==> src/ftfb_pkg.sv <==
// ----------------------------------------------------------------------------
// ftfb_pkg: shared definitions for the frame transpose / flip buffer
// Command and mode codes, register indexes, and the control part of a queued
// operation that passes from the front to the back.
// ----------------------------------------------------------------------------
package ftfb_pkg;

   // Command codes on the request channel
   localparam logic CMD_PUSH = 1'b0;
   localparam logic CMD_PULL = 1'b1;

   // Readout modes
   localparam logic MODE_TRANSPOSE = 1'b0;
   localparam logic MODE_FLIP      = 1'b1;

   // Register port layout
   localparam int CSR_INDEX_BITS = 2;
   localparam int CSR_DATA_BITS  = 7;
   localparam logic [CSR_INDEX_BITS-1:0] REG_FRAME_WIDTH  = 2'd0;
   localparam logic [CSR_INDEX_BITS-1:0] REG_FRAME_HEIGHT = 2'd1;
   localparam logic [CSR_INDEX_BITS-1:0] REG_MODE         = 2'd2;

   // Operation queue between front and back
   localparam int QUEUE_DEPTH = 4;
   localparam int QPTR_BITS   = 2;
   localparam int QCNT_BITS   = 3;

   typedef enum logic {
      OP_WRITE,
      OP_LINE
   } op_kind_type;

   typedef struct packed {
      op_kind_type kind;
      logic        vertical;   // line walks down a column (stride of one row)
      logic        last_line;  // line is the final one of the frame
   } op_ctrl_type;

endpackage

==> src/ftfb_front.sv <==
// ----------------------------------------------------------------------------
// ftfb_front: request intake and classification
// Tracks the write position and the readout progress of the frame, turns
// pushes into store writes and pulls into line operations, and drops the
// commands that do nothing in the current state.
// ----------------------------------------------------------------------------
module ftfb_front
   import ftfb_pkg::*;
#(
   parameter int MAX_DIM     = 64,
   parameter int SAMPLE_BITS = 32,
   localparam int IDX_BITS   = $clog2(MAX_DIM),
   localparam int CNT_BITS   = $clog2(MAX_DIM + 1),
   localparam int ADDR_BITS  = $clog2(MAX_DIM * MAX_DIM)
) (
   input  logic                   clock,
   input  logic                   reset,
   input  logic                   req_valid,
   output logic                   req_stall,
   input  logic                   req_command,
   input  logic [31:0]            req_sample_in,
   input  logic [CNT_BITS-1:0]    cfg_width,
   input  logic [CNT_BITS-1:0]    cfg_height,
   input  logic                   cfg_mode,
   output logic                   ent_valid,
   input  logic                   ent_ready,
   output op_ctrl_type            ent_ctrl,
   output logic [ADDR_BITS-1:0]   ent_addr,
   output logic [SAMPLE_BITS-1:0] ent_data,
   output logic [CNT_BITS-1:0]    ent_len
);

   logic [IDX_BITS-1:0] wcol_ff, wcol_in;
   logic [IDX_BITS-1:0] wrow_ff, wrow_in;
   logic [IDX_BITS-1:0] lines_ff, lines_in;
   logic                full_ff, full_in;

   logic                accept;
   logic [CNT_BITS-1:0] col_next;
   logic [CNT_BITS-1:0] row_next;
   logic [CNT_BITS-1:0] lines_next;
   logic [CNT_BITS-1:0] total_lines;
   logic [CNT_BITS-1:0] line_len;
   logic [CNT_BITS-1:0] flip_row;
   logic                has_line;
   logic                last_line;
   logic [IDX_BITS-1:0] row_sel;
   logic [IDX_BITS-1:0] col_sel;
   logic [63:0]         sample_wide;

   // Take a beat whenever the queue has room
   assign req_stall = !ent_ready;
   assign accept    = req_valid && ent_ready;

   // Position arithmetic
   assign col_next    = CNT_BITS'(wcol_ff) + CNT_BITS'(1);
   assign row_next    = CNT_BITS'(wrow_ff) + CNT_BITS'(1);
   assign lines_next  = CNT_BITS'(lines_ff) + CNT_BITS'(1);
   assign total_lines = (cfg_mode == MODE_TRANSPOSE) ? cfg_width : cfg_height;
   assign line_len    = (cfg_mode == MODE_TRANSPOSE) ? cfg_height : cfg_width;
   assign has_line    = CNT_BITS'(lines_ff) < total_lines;
   assign last_line   = lines_next >= total_lines;
   assign flip_row    = cfg_height - CNT_BITS'(1) - CNT_BITS'(lines_ff);

   // Store address: write position for a push, first sample of the line for a pull
   always_comb begin
      if (req_command == CMD_PUSH) begin
         row_sel = wrow_ff;
         col_sel = wcol_ff;
      end else if (cfg_mode == MODE_TRANSPOSE) begin
         row_sel = '0;
         col_sel = lines_ff;
      end else begin
         row_sel = flip_row[IDX_BITS-1:0];
         col_sel = '0;
      end
   end

   assign ent_addr    = ADDR_BITS'(row_sel) * ADDR_BITS'(MAX_DIM) + ADDR_BITS'(col_sel);
   assign sample_wide = {32'd0, req_sample_in};
   assign ent_data    = sample_wide[SAMPLE_BITS-1:0];
   assign ent_len     = line_len;

   // Classify the beat and advance the frame position
   always_comb begin
      wcol_in            = wcol_ff;
      wrow_in            = wrow_ff;
      lines_in           = lines_ff;
      full_in            = full_ff;
      ent_valid          = 1'b0;
      ent_ctrl.kind      = OP_WRITE;
      ent_ctrl.vertical  = (cfg_mode == MODE_TRANSPOSE);
      ent_ctrl.last_line = last_line;
      if (accept) begin
         if (req_command == CMD_PUSH) begin
            if (!full_ff) begin
               ent_valid = 1'b1;
               if (col_next >= cfg_width) begin
                  wcol_in = '0;
                  wrow_in = row_next[IDX_BITS-1:0];
                  if (row_next >= cfg_height) begin
                     full_in = 1'b1;
                  end
               end else begin
                  wcol_in = col_next[IDX_BITS-1:0];
               end
            end
         end else if (full_ff) begin
            if (has_line) begin
               ent_valid     = 1'b1;
               ent_ctrl.kind = OP_LINE;
               lines_in      = lines_next[IDX_BITS-1:0];
            end
            // Frame done, or nothing left after a shrink: back to collecting
            if (!has_line || last_line) begin
               wcol_in  = '0;
               wrow_in  = '0;
               lines_in = '0;
               full_in  = 1'b0;
            end
         end
      end
   end

   always_ff @(posedge clock) begin
      if (reset) begin
         wcol_ff  <= '0;
         wrow_ff  <= '0;
         lines_ff <= '0;
         full_ff  <= 1'b0;
      end else begin
         wcol_ff  <= wcol_in;
         wrow_ff  <= wrow_in;
         lines_ff <= lines_in;
         full_ff  <= full_in;
      end
   end

endmodule

==> config.mk <==
export PLATFORM = sky130hd
export DESIGN_NAME = ftfb_front
export DESIGN_NICKNAME = d
export VERILOG_FILES = /design/src/ftfb_pkg.sv /design/src/ftfb_front.sv
export SDC_FILE = /design/constraint.sdc
export NUM_CORES = 1
export LEC_CHECK = 0
export BUFFER_PORTS_ARGS = -buffer_cell sky130_fd_sc_hd__clkbuf_2
export CAP_MARGIN = 20
export CORE_ASPECT_RATIO = 0.9
export CORE_MARGIN = 2
export CORE_UTILIZATION = 49
export CTS_CLUSTER_DIAMETER = 80
export DETAILED_ROUTE_END_ITERATION = 6
export PLACE_DENSITY_LB_ADDON = 0.08
export SETUP_SLACK_MARGIN = 0.2
export SLEW_MARGIN = 20
export SYNTH_ARGS = -nofsm -noshare
export SYNTH_HDL_FRONTEND = slang
export SYNTH_SLANG_ARGS = --single-unit
==> constraint.sdc <==
create_clock -name clock -period 2.6 [get_ports clock]
set_input_delay 0.13 -clock clock [delete_from_list [all_inputs] [get_ports clock]]
set_output_delay 0.13 -clock clock [all_outputs]
set_load 0.05 [all_outputs]
==> reports/results.ini <==
[sta]
period_needed_ns=2.401
fin_hold_ws_ns=0.2600
tightestPinTransition_ns=0.6196
fmax_mhz=416.5
skew_ns=0.001361
rsz0062_at_grt=true
slew-limit-headroom_pct=58.69
fin_crit_sh_pct=92.36
final-hold-violation-count=0
finalSetupTns_ns=0
setup_slack_ns=0.1988
finalSetupViolCount=0
maxSlewViolCount=0

[critical_path]
r2r-start=lines_ff[1]$_SDFFE_PP0P_
critPathKind=reg -> reg
slowest_stage=dfxtp_4
crit_path_max_incr_delay_ns=0.36
worst-r2r-cell-count=12
r2r_slack_ns=0.20
endpoint_kind=flip-flop
critPathMaxFanout=4
crit_path_start_kind=flip-flop
critPathRequiredTime_ns=2.73
worstPathArrival_ns=2.53
rr_endpoint=wcol_ff[4]$_SDFFE_PP0P_
cp_cell_sequence=inv_1 > nor3_2 > buf_4 > nand3_2 > xnor2_2 > ha_1 > nand4_1 > o221a_4 > a31oi_4 > buf_6 > a211o_1 > o41ai_2

[floorplanning]
core_um2=4805
rows=24
fp.dieW_um=78.33
start_util_pct=50.70
die_area_um2=5552
die_height_um=70.89
ios=108

[place]
globalplace.congestion=0.8479
post-place-ws_ns=-0.05317
dpl.hpwl_um=5234
placed_area_um2=2577
port_buffers=43
placed_cells=390

[synth]
synth_cells=307
synth.yosys.warnings=0
netlist_area_um2=2436
synth.ff_latch_count=19
synth_edf_count=0
synth_top_area_cell=ha_1
avgSynthCellArea_um2=7.935
synth_flop_cell=dfxtp_1
syn-num-nets=396
yosys-top-cells-area=ha_1, dfxtp_1, buf_4, inv_1, nand2_1
seq_area_frac_synth_pct=15.61
netlist.area_leader.share_pct=18.49
synthMostInstantiatedCell=ha_1
ys_top_cells_by_count=ha_1, buf_4, inv_1
synth_cell_types=53
ys_async_sr_fraction_pct=0

[clock_tree]
clock_latency_ns=0.26
clock_path_buffers=2
ctsHoldBuffers=0
cts-root-buf=clkbuf_8
cts.sinks=19
htree_levels=1
clk_pin_slew_ns=0.08
tritoncts=done
cts_buffers=3

[global_routing]
grt-ovfl-total=0
grt_pass1_wl_um=10650
grt_pass1_vias=2155
grt_use_total_pct=24.04
grt_max_degree=25
antenna_found_initial=0

[routing]
vias=2257
vias_per_cell=5.465
drt_iter0_markers=112
wl_per_cell_um=16.48
wirelength_um=6805
antenna_left=0
drc=0
drt-pass1-iter-count=6

[layout]
area_delta_synth_final_pct=20.70
fin_cells=413
nNetsFinal=438
finish.instance_area_um2=2940
diodes=0
utilization_pct=61.20
drive_above_1_share_pct=38.22

[power_and_ir_drop]
leakage_nw=1.375
irDropWorstVdd_mv=0.2043
power_mw=0.7648
p_per_area_nw_per_um2=260.1

[hold_path]
min_to=ent_data[10]
holdPathStages=0
hp-class=in -> out
min_from=req_sample_in[10]

[outcome]
outcome=finished clean

[flow_run]
drv_cap=0

## how the worst max path moves through the flow
stage,from,slack [ns],to
detailed placement,wcol_ff[3]$_SDFFE_PP0P_,-0.05,wrow_ff[2]$_SDFFE_PP0P_
floorplan,wcol_ff[2]$_SDFFE_PP0P_,0.26,wrow_ff[2]$_SDFFE_PP0P_
global route,lines_ff[1]$_SDFFE_PP0P_,0.11,wcol_ff[4]$_SDFFE_PP0P_
finish,lines_ff[1]$_SDFFE_PP0P_,0.20,wcol_ff[4]$_SDFFE_PP0P_
CTS,lines_ff[0]$_SDFFE_PP0P_,0.20,lines_ff[0]$_SDFFE_PP0P_
global placement,wcol_ff[3]$_SDFFE_PP0P_,-0.02,wrow_ff[2]$_SDFFE_PP0P_
## kinds of logic after synthesis
family	synth area share (%)
mux	3.544
xor+xnor	5.752
flops	15.61
simple gates	14.90
compound gates	24.35
fa+ha+maj	19.31
buf+inv	16.54
## layout by cell type (no fill, tap or decap), types with 3 or more instances in the layout
| cell | instances |
|---|---|
| clkbuf_8 | 3 |
| inv_2 | 3 |
| a21oi_1 | 15 |
| xnor2_1 | 8 |
| ha_2 | 3 |
| a211o_1 | 3 |
| o21ai_0 | 13 |
| a211oi_1 | 3 |
| o41ai_2 | 3 |
| ha_1 | 33 |
| nand2_1 | 25 |
| o2bb2ai_1 | 3 |
| dfxtp_4 | 4 |
| xnor2_2 | 3 |
| o22ai_1 | 7 |
| buf_6 | 3 |
| dfxtp_2 | 3 |
| o21ai_2 | 4 |
| a21o_1 | 4 |
| buf_4 | 32 |
| a22oi_1 | 5 |
| dfxtp_1 | 12 |
| a31o_1 | 3 |
| nand3_1 | 10 |
| clkbuf_2 | 40 |
| inv_1 | 31 |
| nor2_1 | 10 |
| xor2_1 | 5 |
| mux2i_1 | 5 |
| nand3_2 | 4 |
| nand4_1 | 4 |
## area by class of cell
| class | count | area (µm²) |
|---|---|---|
| clock buffer | 4 | 45.04 |
| tap | 65 | 81.33 |
| timing repair buffer | 77 | 496.7 |
| sequential | 19 | 399.1 |
| multi-input combinational | 214 | 1790 |
| fill | 449 | 1864 |
| inverter | 34 | 127.6 |
## critical path: cells and delay by family, from the launching register on
| family | cells | cell delay, ns |
|---|---|---|
| fa+ha+maj | 1 | 0.30 |
| buf+inv | 3 | 0.34 |
| simple gates | 3 | 0.33 |
| xor+xnor | 1 | 0.16 |
| compound gates | 4 | 0.77 |
| flops | 1 | 0.36 |
## sequential cells by signal, indices dropped and copies added (netlist names)
| signal | flops |
|---|---|
| full_ff | 1 |
| lines_ff | 6 |
| wrow_ff | 6 |
| wcol_ff | 6 |
## routing by layer
| metal | vias up | routed length (µm) | track usage [%] |
|---|---|---|---|
| met2 | 48 | 3249 | 39.94 |
| met3 | 12 | 256 | 4.082 |
| met4 | 0 | 103 | 4.094 |
| met5 | - | 0 | 0 |
| li1 | 1147 | - | - |
| met1 | 1050 | 3196 | 33.44 |
## timing repair
action | 4_1_cts | 5_1_grt
endpoints found under the hold margin | 0 | 0
setup endpoints to repair | 16 | 23
gates cloned | 0 | 0
resized for setup | 13 | 36
setup buffers | 9 | 10
pin swaps | 3 | 20
## power by group
group / internal [mW] / switching [mW] / total (mW)
sequential: 0.288 / 0.00116 / 0.289
clock: 0.109 / 0.111 / 0.220
combinational: 0.0873 / 0.169 / 0.256
No activity file was read; power rests on OpenSTA's default activity.
