**src/ftfb_pkg.sv**
```systemverilog
// ----------------------------------------------------------------------------
// ftfb_pkg: shared definitions for the frame transpose / flip buffer
// Command and mode codes, register indexes, and the control part of a queued
// operation that passes from the front to the back.
// ----------------------------------------------------------------------------
package ftfb_pkg;

   // Command codes on the request channel
   localparam logic CMD_PUSH = 1'b0;
   localparam logic CMD_PULL = 1'b1;

   // Readout modes
   localparam logic MODE_TRANSPOSE = 1'b0;
   localparam logic MODE_FLIP      = 1'b1;

   // Register port layout
   localparam int CSR_INDEX_BITS = 2;
   localparam int CSR_DATA_BITS  = 7;
   localparam logic [CSR_INDEX_BITS-1:0] REG_FRAME_WIDTH  = 2'd0;
   localparam logic [CSR_INDEX_BITS-1:0] REG_FRAME_HEIGHT = 2'd1;
   localparam logic [CSR_INDEX_BITS-1:0] REG_MODE         = 2'd2;

   // Operation queue between front and back
   localparam int QUEUE_DEPTH = 4;
   localparam int QPTR_BITS   = 2;
   localparam int QCNT_BITS   = 3;

   typedef enum logic {
      OP_WRITE,
      OP_LINE
   } op_kind_type;

   typedef struct packed {
      op_kind_type kind;
      logic        vertical;   // line walks down a column (stride of one row)
      logic        last_line;  // line is the final one of the frame
   } op_ctrl_type;

endpackage

```
**src/ftfb_queue.sv**
```systemverilog
// ----------------------------------------------------------------------------
// ftfb_queue: short operation queue
// First-in first-out buffer of packed operations between the front and the
// back, so each side can stall without holding the other.
// ----------------------------------------------------------------------------
module ftfb_queue
   import ftfb_pkg::*;
#(
   parameter int ENTRY_BITS = 8
) (
   input  logic                  clock,
   input  logic                  reset,
   input  logic                  in_valid,
   output logic                  in_ready,
   input  logic [ENTRY_BITS-1:0] in_entry,
   output logic                  out_valid,
   input  logic                  out_pop,
   output logic [ENTRY_BITS-1:0] out_entry
);

   logic [ENTRY_BITS-1:0] slot_ff [QUEUE_DEPTH];
   logic [QPTR_BITS-1:0]  head_ff, head_in;
   logic [QPTR_BITS-1:0]  tail_ff, tail_in;
   logic [QCNT_BITS-1:0]  count_ff, count_in;
   logic                  push;
   logic                  pop;

   assign in_ready  = count_ff != QCNT_BITS'(QUEUE_DEPTH);
   assign out_valid = count_ff != '0;
   assign out_entry = slot_ff[head_ff];
   assign push      = in_valid && in_ready;
   assign pop       = out_pop && out_valid;

   // Advance pointers and occupancy
   always_comb begin
      head_in  = pop ? head_ff + QPTR_BITS'(1) : head_ff;
      tail_in  = push ? tail_ff + QPTR_BITS'(1) : tail_ff;
      count_in = count_ff;
      if (push && !pop) begin
         count_in = count_ff + QCNT_BITS'(1);
      end else if (pop && !push) begin
         count_in = count_ff - QCNT_BITS'(1);
      end
   end

   always_ff @(posedge clock) begin
      if (reset) begin
         head_ff  <= '0;
         tail_ff  <= '0;
         count_ff <= '0;
      end else begin
         head_ff  <= head_in;
         tail_ff  <= tail_in;
         count_ff <= count_in;
      end
   end

   // Store the incoming operation
   always_ff @(posedge clock) begin
      if (push) begin
         slot_ff[tail_ff] <= in_entry;
      end
   end

   // Occupancy stays within the slots
   assert property (@(posedge clock) disable iff (reset)
      count_ff <= QCNT_BITS'(QUEUE_DEPTH))
      else $error("operation queue over capacity");

   // Pointers and count agree
   assert property (@(posedge clock) disable iff (reset)
      (count_ff == '0 || count_ff == QCNT_BITS'(QUEUE_DEPTH)) |-> head_ff == tail_ff)
      else $error("operation queue pointers disagree with count");

endmodule

```
**config.mk**
```make
export PLATFORM = sky130hd
export DESIGN_NAME = ftfb_queue
export DESIGN_NICKNAME = d
export VERILOG_FILES = /design/src/ftfb_pkg.sv /design/src/ftfb_queue.sv
export SDC_FILE = /design/constraint.sdc
export NUM_CORES = 1
export LEC_CHECK = 0
export BUFFER_PORTS_ARGS = -buffer_cell sky130_fd_sc_hd__buf_2
export CAP_MARGIN = 20
export CORE_MARGIN = 2
export CORE_UTILIZATION = 30
export CTS_CLUSTER_SIZE = 14
export DETAILED_ROUTE_END_ITERATION = 7
export GPL_ROUTABILITY_DRIVEN = 0
export GPL_TIMING_DRIVEN = 0
export PLACE_DENSITY = 0.54
export SYNTH_ARGS = -nofsm -noshare
export SYNTH_HDL_FRONTEND = slang
export SYNTH_SLANG_ARGS = --single-unit
```
**constraint.sdc**
```tcl
create_clock -name clock -period 2.65 [get_ports clock]
set_clock_uncertainty 0.1 [all_clocks]
set_input_delay 0 -clock clock [delete_from_list [all_inputs] [get_ports clock]]
set_output_delay 0 -clock clock [all_outputs]
set_load 0.02 [all_outputs]
```
==> results of run 1 <==
-- layout by cell type, fill, tap and decap left out --
master         count
clkinv_2           1
a21oi_1            1
inv_1              3
o21ai_0            1
nor2_2             1
nand2_1            1
dfxtp_1            9
edfxtp_1          32
clkbuf_1           2
o311ai_1           1
clkbuf_8           5
buf_4              1
ha_1               5
clkinv_4           1
a21boi_4           1
and2_1             4
fa_1               1
nand2b_1           2
or3_2              1
or3_1              1
xor2_1             4
dlygate4sd3_1     10
o31ai_2            1
nor2_1             7
mux4_2             8
clkinv_1           1
buf_2             20
mux2_4             1
mux2i_1            2
-- registers in the layout, summed over array words and instances (netlist names), named ones only --
signal and cells:
tail_ff 2, head_ff 2, slot_ff 32, count_ff 3
-- power by group through the flow --
stage / Clock (mW) / Combinational, mW / Sequential [mW]
after global routing: 0.425 / 0.608 / 0.862
final: 0.388 / 0.550 / 0.850
after detailed placement: 0 / 0.549 / 0.868
after CTS: 0.403 / 0.562 / 0.852
after floorplan: 0 / 0.414 / 0.849
after global placement: 0 / 0.537 / 0.857
-- synth_stat cells (all sizes together) --
master,count
a21boi,1
edfxtp,32
dfxtp,9
inv,3
buf,1
clkbuf,2
o21ai,1
and2,4
ha,5
nand2b,2
nor2,8
mux2i,2
mux2,1
fa,1
o311ai,1
o31ai,1
xor2,4
or3,2
mux4,8
a21oi,1
nand2,1
-- worst max-delay path by stage --
| stage | start | to | slack (ns) |
|---|---|---|---|
| after detailed placement | count_ff[0] | count_ff[2] | 0.34 |
| after global routing | count_ff[0] | count_ff[2] | 0.18 |
| final | count_ff[0] | count_ff[2] | 0.32 |
| after CTS | count_ff[0] | count_ff[2] | 0.31 |
| after global placement | count_ff[0] | count_ff[2] | 0.45 |
| after floorplan | count_ff[0] | count_ff[2] | 0.56 |
-- cell families (layout without fill, tap and decap cells) --
| group | count (synthesis) | count (layout) | share of synthesized area, % |
|---|---|---|---|
| AOI/OAI and AO/OA | 5 | 5 | 3.06 |
| xor gates and xnor gates | 4 | 4 | 2.14 |
| adders and majority gates | 6 | 6 | 5.04 |
| buffers and inverters | 6 | 44 | 1.60 |
| DFF | 41 | 41 | 69.7 |
| muxes | 11 | 11 | 13.1 |
| and+or+nand+nor | 17 | 17 | 5.35 |
-- final cells by class --
type / count / area [sq um]
buffer: 3 / 15.0
clock buffer: 5 / 68.8
clock inverter: 3 / 17.5
fill: 493 / 3160
inverter: 3 / 11.3
multi-input combinational: 43 / 470
sequential: 41 / 1140
tap: 70 / 87.6
timing repair buffer: 30 / 200
-- metrics by stage --
step / worst slack [ns] / hold WS, ns
floorplan: 0.560 / -0.00113
global placement: 0.449 / 0.110
detailed placement: 0.338 / 0.120
CTS: 0.311 / 0.0110
global route: 0.185 / 0.0380
finish: 0.323 / 0.0232
-- worst max-delay path: stages, from the launching register on --
cell and delay (ns):
dfxtp_1 0.50, nor2_2 0.10, a21boi_4 0.27, ha_1 0.23, inv_1 0.07, fa_1 0.37, xor2_1 0.16, or3_1 0.31
a21oi_1 0.15
-- metal layers --
layer  part of all wire [%]  wire length [microns]  global-route usage [%]
met3                    6.6                    174                    4.42
met4                    1.9                     51                    4.29
met1                     43                   1140                    10.7
met2                     48                   1270                    16.0
met5                      0                      0                       0
==> results.py, run 1 <==
metrics = {
    "setup_path": {
        "r2r_slack_ns": 0.32,
        "cp.required_ns": 2.76,
        "crit_path_end_kind": "register",
        "critical_path.max_fanout": 7,
        "reg2reg_from": "count_ff[0]",
        "reg2reg_depth": 8,
        "arrival_ns": 2.44,
        "crit_type": "reg -> reg",
        "cp-start-kind": "register",
        "r2r-end": "count_ff[2]",
    },
    "yosys": {
        "synth_top_area_share_pct": 58.7,
        "yosys_register_bits": 41,
        "ys_warn_count": 0,
        "yosysTopAreaCell": "edfxtp_1",
        "ys_seq_area_share_pct": 69.7,
        "synth_nets": 108,
        "synthTopCellsByArea": "edfxtp_1 59%, dfxtp_1 11%, mux4_2 11%, ha_1 3.8%, xor2_1 2.1%",
        "syn_area_sq_um": 1640,
        "syn_area_per_cell_sq_um": 18.2,
        "synthCells": 90,
        "yosys.cell_types.count": 23,
    },
    "place": {
        "dpl_cell_area_sq_um": 1830,
        "dp_hpwl_mm": 1.80,
        "io_buffers": 20,
        "dpl.cell_count": 180,
    },
    "hold_path": {
        "hold_path.class": "in -> reg",
        "hold_path_startpoint": "in_valid",
        "whs_endpoint": "tail_ff[1]",
        "holdPathStages": 3,
    },
    "clocking": {
        "root_buffer": "clkbuf_8",
        "numCtsBuffers": 5,
        "cts_tree": "built",
        "cts.sinks": 41,
        "cts.clk_slew.worst_paths_ns": 0.07,
        "clk_latency_ns": 0.29,
        "cts_buffer_depth": 2,
        "cts_hold_buf": 10,
        "cts-resized-gates": 0,
        "post_cts_buffers": 0,
        "htreeDepth": 2,
    },
    "power_and_ir_drop": {
        "clkPwrFrac_pct": 21.7,
        "p_int_mw": 1.22,
        "power_leakage_nw": 0.726,
        "power.density_nw_per_um2": 888,
        "pwr-share-seq_pct": 47.5,
        "vdd_drop_max_v": 0.000381,
        "combinationalPowerShare_pct": 30.8,
        "power_mw": 1.79,
        "p_sw_share_pct": 31.5,
        "switchingPower_uw": 563,
    },
    "route": {
        "final_antenna_net_count": 0,
        "drc": 0,
        "wl_per_cell_microns": 13.3,
        "drt_iter0_markers": 29,
        "drt-vias-per-instance": 4.20,
        "drtPass1Iterations": 4,
        "wirelength_mm": 2.64,
        "vias": 832,
    },
    "timing": {
        "setup_viol": 0,
        "finalCritPeriodShare_pct": 87.8,
        "fin_tns_setup_ns": 0,
        "hold_viol_final": 0,
        "fmax_mhz": 430,
        "maxSlewViolCount": 0,
        "fin_crit_ns": 2.33,
        "relSlewSlack_pct": 68.2,
        "tightest_slew_ns": 0.477,
        "rsz0062_at_grt": "no",
    },
    "layout": {
        "final_nets": 145,
        "diodes": 0,
        "final_cell_area_sq_um": 2010,
        "drive_above_1_share_pct": 32.0,
        "instances_no_fill": 198,
        "final_util_pct": 38.9,
        "area_growth_pct": 22.8,
    },
    "global_route": {
        "antenna_found_initial": 0,
        "track_usage_pct": 9.70,
        "grt_first_pass_wirelength_mm": 4.28,
        "grt_pass1_vias": 872,
        "grt_overflow": 0,
        "grt_max_degree": 14,
    },
    "status": {
        "status": "finished, final reports clean",
    },
    "die": {
        "core_area_sq_um": 5170,
        "die-area_sq_um": 6070,
        "initial_core_util_pct": 31.7,
        "fp.dieW_microns": 77.9,
        "num_io_pins": 22,
        "die_h_microns": 77.9,
        "std_cell_rows": 26,
    },
    "run": {
        "max-cap-violations": 0,
    },
}
(Power assumes the default switching activity.)
==> inputs of run 2 (changes only) <==
--- a/config.mk
+++ b/config.mk
@@ -14,5 +14,5 @@
 export GPL_ROUTABILITY_DRIVEN = 0
 export GPL_TIMING_DRIVEN = 0
-export PLACE_DENSITY = 0.54
+export PLACE_DENSITY = 0.56
 export SYNTH_ARGS = -nofsm -noshare
 export SYNTH_HDL_FRONTEND = slang
==> constraint.sdc (replaced) <==
create_clock -name clock -period 1.9 [get_ports clock]
set_clock_uncertainty 0.1 [all_clocks]
set_input_delay 0.19 -clock clock [delete_from_list [all_inputs] [get_ports clock]]
set_output_delay 0.19 -clock clock [all_outputs]
set_load 0.02 [all_outputs]
==> run 2 against run 1 <==
Compared with the run above: the flow now finishes with violations (setup timing); core utilization unchanged; clock power up 71%; design area unchanged; count of clock-buffer cells in the layout unchanged; combinational power up 51%; first-iteration DRC count down 3.4%; total power up 51%; sequential share of layout area up 0.56 points.
==> results.py, run 2 (synthesis gave the netlist of run 1 again) <==
metrics = {
    "setup_path": {
        "arrival_ns": 2.07,
        "worstPathCellList": "o31ai_4, ha_2, inv_2, fa_2, xor2_1, or3_1, a21oi_1",
        "crit_path_end_kind": "register",
        "critical_path.max_fanout": 4,
        "cp_slowest_cell": "dfxtp_4",
        "crit_buf_inv": 1,
        "max_stage_delay_ns": 0.37,
        "cp.required_ns": 2.00,
        "path_delay_family": "adder cells",
        "cp-start-kind": "register",
        "crit_type": "reg -> reg",
        "r2r_slack_ns": -0.06,
    },
    "power_and_ir_drop": {
        "combinationalPowerShare_pct": 30.8,
        "clkPwrFrac_pct": 24.6,
        "power_mw": 2.71,
        "p_sw_share_pct": 29.6,
        "switchingPower_uw": 801,
        "vdd_drop_max_v": 0.000526,
        "power.density_nw_per_um2": 1340,
        "pwr-share-seq_pct": 44.6,
        "power_leakage_nw": 0.719,
        "p_int_mw": 1.90,
    },
    "timing": {
        "hold_ws_ns": 0.0197,
        "setup_viol": 1,
        "finalCritPeriodShare_pct": 103,
        "fmax_mhz": 509,
        "rsz0062_at_grt": "yes",
        "fin_crit_ns": 1.96,
        "hold_viol_final": 0,
        "maxSlewViolCount": 0,
        "setup_ws_ns": -0.0647,
        "tightest_slew_ns": 0.445,
        "relSlewSlack_pct": 70.3,
        "fin_tns_setup_ns": -0.0647,
    },
    "die": {
        "initial_core_util_pct": 31.7,
        "num_io_pins": 22,
        "std_cell_rows": 26,
        "die-area_sq_um": 6070,
        "fp.dieW_microns": 77.9,
        "die_h_microns": 77.9,
        "core_area_sq_um": 5170,
    },
    "layout": {
        "diodes": 0,
        "seq_area_sq_um": 1150,
        "layout_commonest_cell": "edfxtp_1",
        "reg.largest.list": "slot_ff (32), count_ff (3)",
        "top_register": "slot_ff",
        "num-fill-cells": 489,
        "multi_input_area_sq_um": 489,
        "final_cell_area_sq_um": 2010,
        "final_nets": 139,
        "final_util_pct": 38.9,
        "instances_no_fill": 192,
        "area_growth_pct": 22.8,
        "largest_reg_flops": 32,
        "layout_common_cells": "32 x edfxtp_1, 20 x buf_2, 8 x mux4_2",
        "drive_above_1_share_pct": 42.6,
    },
    "global_route": {
        "grt_max_degree": 14,
        "grt_overflow": 0,
        "use_met2_pct": 14.8,
        "track_usage_pct": 9.30,
        "grt_pass1_vias": 849,
        "use_met3_pct": 2.91,
        "gr-max-usage-layer": "met2",
        "use_met1_pct": 11.7,
        "grt_first_pass_wirelength_mm": 4.15,
        "antenna_found_initial": 0,
    },
    "route": {
        "drc": 0,
        "wl_per_cell_microns": 13.4,
        "drt_iter0_markers": 28,
        "wirelength_mm": 2.58,
        "vias": 837,
        "drtPass1Iterations": 3,
        "final_antenna_net_count": 0,
        "drt-vias-per-instance": 4.36,
    },
    "clocking": {
        "cts.clk_slew.worst_paths_ns": 0.08,
        "cts_hold_buf": 0,
        "htreeDepth": 2,
        "root_buffer": "clkbuf_8",
        "cts_buffer_depth": 2,
        "numCtsBuffers": 5,
        "cts_tree": "built",
        "cts.sinks": 41,
        "clk_latency_ns": 0.28,
    },
    "place": {
        "dpl.cell_count": 180,
        "place_ws_ns": -0.177,
        "dpl_cell_area_sq_um": 1850,
        "io_buffers": 20,
        "dp_hpwl_mm": 1.79,
    },
    "run": {
        "max-cap-violations": 0,
    },
    "hold_path": {
        "hold_path.class": "in -> reg",
    },
    "status": {
        "failed_checks": "setup timing",
        "status": "complete, but fails checks",
    },
}
-- run 2: cell types whose count changed in the layout (fill, tap and decap cells not counted), sizes merged --
cell,delta
dlygate4sd3,-10
buf,+5
clkinv,-2
bufinv,+1
clkbuf,-1
clkinvlp,+1
-- run 2: path summary, 6_finish.rpt --
path / to / cells past startpoint / start
worst min-delay path: slot_ff[0][1] / 1 / in_entry[1]
worst max-delay path: count_ff[2] / 7 / count_ff[2]
worst min register to register: tail_ff[1] / 2 / tail_ff[1]
worst max register to register: count_ff[2] / 7 / count_ff[2]
-- run 2: repair_timing --
item / CTS / global route
setup endpoints to repair: 9 / 1
pin swaps: 3 / 2
gates resized for setup: 1 / 2
buffers inserted: 4 / 1
-- run 2: layer usage --
metal,vias to the layer above,part of all wire (%)
li1,401,-
met5,-,0
met4,0,1.2
met1,412,45
met2,20,48
met3,4,5.2
-- run 2: worst register-to-register path, cell delays in order, from the launching register on --
cell,delay (ns)
dfxtp_4,0.37
o31ai_4,0.26
ha_2,0.23
inv_2,0.04
fa_2,0.33
xor2_1,0.15
or3_1,0.30
a21oi_1,0.12
-- run 2: layout make-up --
cell class | instances | share of cell area, %
buffer | 2 | 0.560
clock buffer | 5 | 3.42
clock inverter | 3 | 2.05
inverter | 3 | 0.560
multi-input combinational | 43 | 24.3
sequential | 41 | 57.3
tap | 70 | 4.35
timing repair buffer | 25 | 7.46
-- run 2: power groups by stage --
stage | Clock [mW] | Combinational (mW) | Sequential, mW
after global placement | 0 | 0.768 | 1.22
after detailed placement | 0 | 0.792 | 1.23
after floorplan | 0 | 0.591 | 1.21
final | 0.664 | 0.833 | 1.21
after CTS | 0.680 | 0.824 | 1.21
after global routing | 0.717 | 0.912 | 1.23
==> inputs of run 3 (changes only) <==
- BUFFER_PORTS_ARGS: -buffer_cell sky130_fd_sc_hd__buf_2 -> -buffer_cell sky130_fd_sc_hd__clkbuf_2
- CORE_ASPECT_RATIO: default -> 0.9
- CORE_UTILIZATION: 30 -> 41
- PLACE_DENSITY: 0.56 -> 0.69
==> run 3 against run 2 <==
Compared with the run above: the run still ends with setup timing left; design area shrank 2.2%; via count grew 1.2%; total power shrank 0.57%; flip-flop and latch count is the same; fmax shrank 2.8%; routed wire length shrank 1.0%; first-iteration DRC count grew to 3.5 times the previous value; combinational power shrank 1%; critical path type unchanged; critical endpoint unchanged; largest power group unchanged.
==> results.py, run 3 (synthesis gave the netlist of run 1 again) <==
metrics = {
    "status": {
        "status": "complete, but fails checks",
        "failed_checks": "setup timing",
    },
    "setup_path": {
        "cp-start-kind": "register",
        "crit_type": "reg -> reg",
        "cp_slowest_cell": "dfxtp_4",
        "arrival_ns": 2.13,
        "r2r_slack_ns": -0.12,
        "max_stage_delay_ns": 0.38,
        "critical_path.max_fanout": 5,
        "path_delay_family": "adder cells",
        "worstPathCellList": "o31ai_4, ha_2, inv_2, fa_2, xor2_1, or3_1, a21oi_1",
        "crit_buf_inv": 1,
        "cp.required_ns": 2.01,
        "crit_path_end_kind": "register",
    },
    "clocking": {
        "cts_tree": "built",
        "cts_hold_buf": 0,
        "cts_buffer_depth": 2,
        "clk_latency_ns": 0.28,
        "cts.sinks": 41,
        "cts.clk_slew.worst_paths_ns": 0.08,
        "root_buffer": "clkbuf_8",
        "numCtsBuffers": 5,
        "htreeDepth": 2,
    },
    "global_route": {
        "grt_pass1_vias": 844,
        "grt_overflow": 0,
        "grt_first_pass_wirelength_mm": 4.13,
        "antenna_found_initial": 0,
        "track_usage_pct": 12.6,
        "grt_max_degree": 13,
    },
    "layout": {
        "instances_no_fill": 169,
        "final_util_pct": 52.0,
        "layout_common_cells": "32 x edfxtp_1, 20 x clkbuf_2, 8 x mux4_2",
        "num-fill-cells": 307,
        "final_nets": 140,
        "seq_area_sq_um": 1150,
        "largest_reg_flops": 32,
        "reg.largest.list": "slot_ff (32), count_ff (3)",
        "top_register": "slot_ff",
        "layout_commonest_cell": "edfxtp_1",
        "multi_input_area_sq_um": 489,
        "area_growth_pct": 20.1,
        "diodes": 0,
        "drive_above_1_share_pct": 41.5,
    },
    "die": {
        "num_io_pins": 22,
        "std_cell_rows": 21,
        "core_area_sq_um": 3780,
        "die-area_sq_um": 4520,
        "fp.dieW_microns": 70.6,
        "initial_core_util_pct": 43.3,
        "die_h_microns": 64.0,
    },
    "timing": {
        "setup_ws_ns": -0.121,
        "maxSlewViolCount": 0,
        "relSlewSlack_pct": 66.9,
        "rsz0062_at_grt": "yes",
        "hold_ws_ns": 0.0258,
        "setup_viol": 1,
        "fin_crit_ns": 2.02,
        "fmax_mhz": 495,
        "hold_viol_final": 0,
        "finalCritPeriodShare_pct": 106,
        "tightest_slew_ns": 0.497,
    },
    "run": {
        "max-cap-violations": 0,
    },
    "route": {
        "wirelength_mm": 2.56,
        "final_antenna_net_count": 0,
        "drtPass1Iterations": 4,
        "wl_per_cell_microns": 15.1,
        "drt-vias-per-instance": 5.01,
        "drc": 0,
        "vias": 847,
        "drt_iter0_markers": 98,
    },
    "power_and_ir_drop": {
        "power.density_nw_per_um2": 1370,
        "power_mw": 2.69,
        "vdd_drop_max_v": 0.000667,
        "power_leakage_nw": 0.723,
    },
    "place": {
        "io_buffers": 20,
        "place_ws_ns": -0.167,
        "dp_hpwl_mm": 1.73,
        "dpl.cell_count": 156,
    },
    "hold_path": {
        "hold_path.class": "in -> reg",
    },
}
run 3: layout make-up:
type	instances	area share (%)
flip-flops and latches	41	58.5
multi-input cells	43	24.9
repair buffers	25	7.00
clock buffers	6	3.69
well taps	46	2.93
clock inverters	2	1.72
plain buffers	3	0.763
inverters	3	0.573
run 3: layer usage:
layer  share of wire [%]  GRT usage, %  vias up
met3                 5.0          4.42        5
met5                   0             0        -
met2                  51          21.2       17
met4                 1.4          4.95        0
li1                    -             -      407
met1                  43          15.0      418
run 3: stage by stage:
stage               setup TNS, ns  instance area (sq um)
finish                     -0.121                   1970
global route               -0.189                   1970
CTS                       -0.0871                   1960
detailed placement         -0.167                   1820
global placement          -0.0929                   1820
floorplan                 -0.0227                   1660
run 3: worst paths after layout:
check | start | endpoint | cells past startpoint
worst max register to register | count_ff[0] | count_ff[2] | 7
worst min register to register | tail_ff[1] | tail_ff[1] | 2
worst max-delay path | count_ff[0] | count_ff[2] | 7
worst min-delay path | in_entry[1] | slot_ff[0][1] | 1
run 3: timing repair:
action | in CTS | in global routing
buffers inserted | 4 | 1
endpoints found under the setup margin | 1 | 1
gates resized for setup | 1 | 1
pin swaps | 3 | 1
run 3: power by group:
part | switching [mW] | internal [mW] | total, mW | leakage, nW
Sequential | 0.0913 | 1.11 | 1.20 | 0.369
Combinational | 0.432 | 0.390 | 0.822 | 0.301
Clock | 0.275 | 0.388 | 0.663 | 0.0528
Total | 0.798 | 1.89 | 2.69 | 0.723
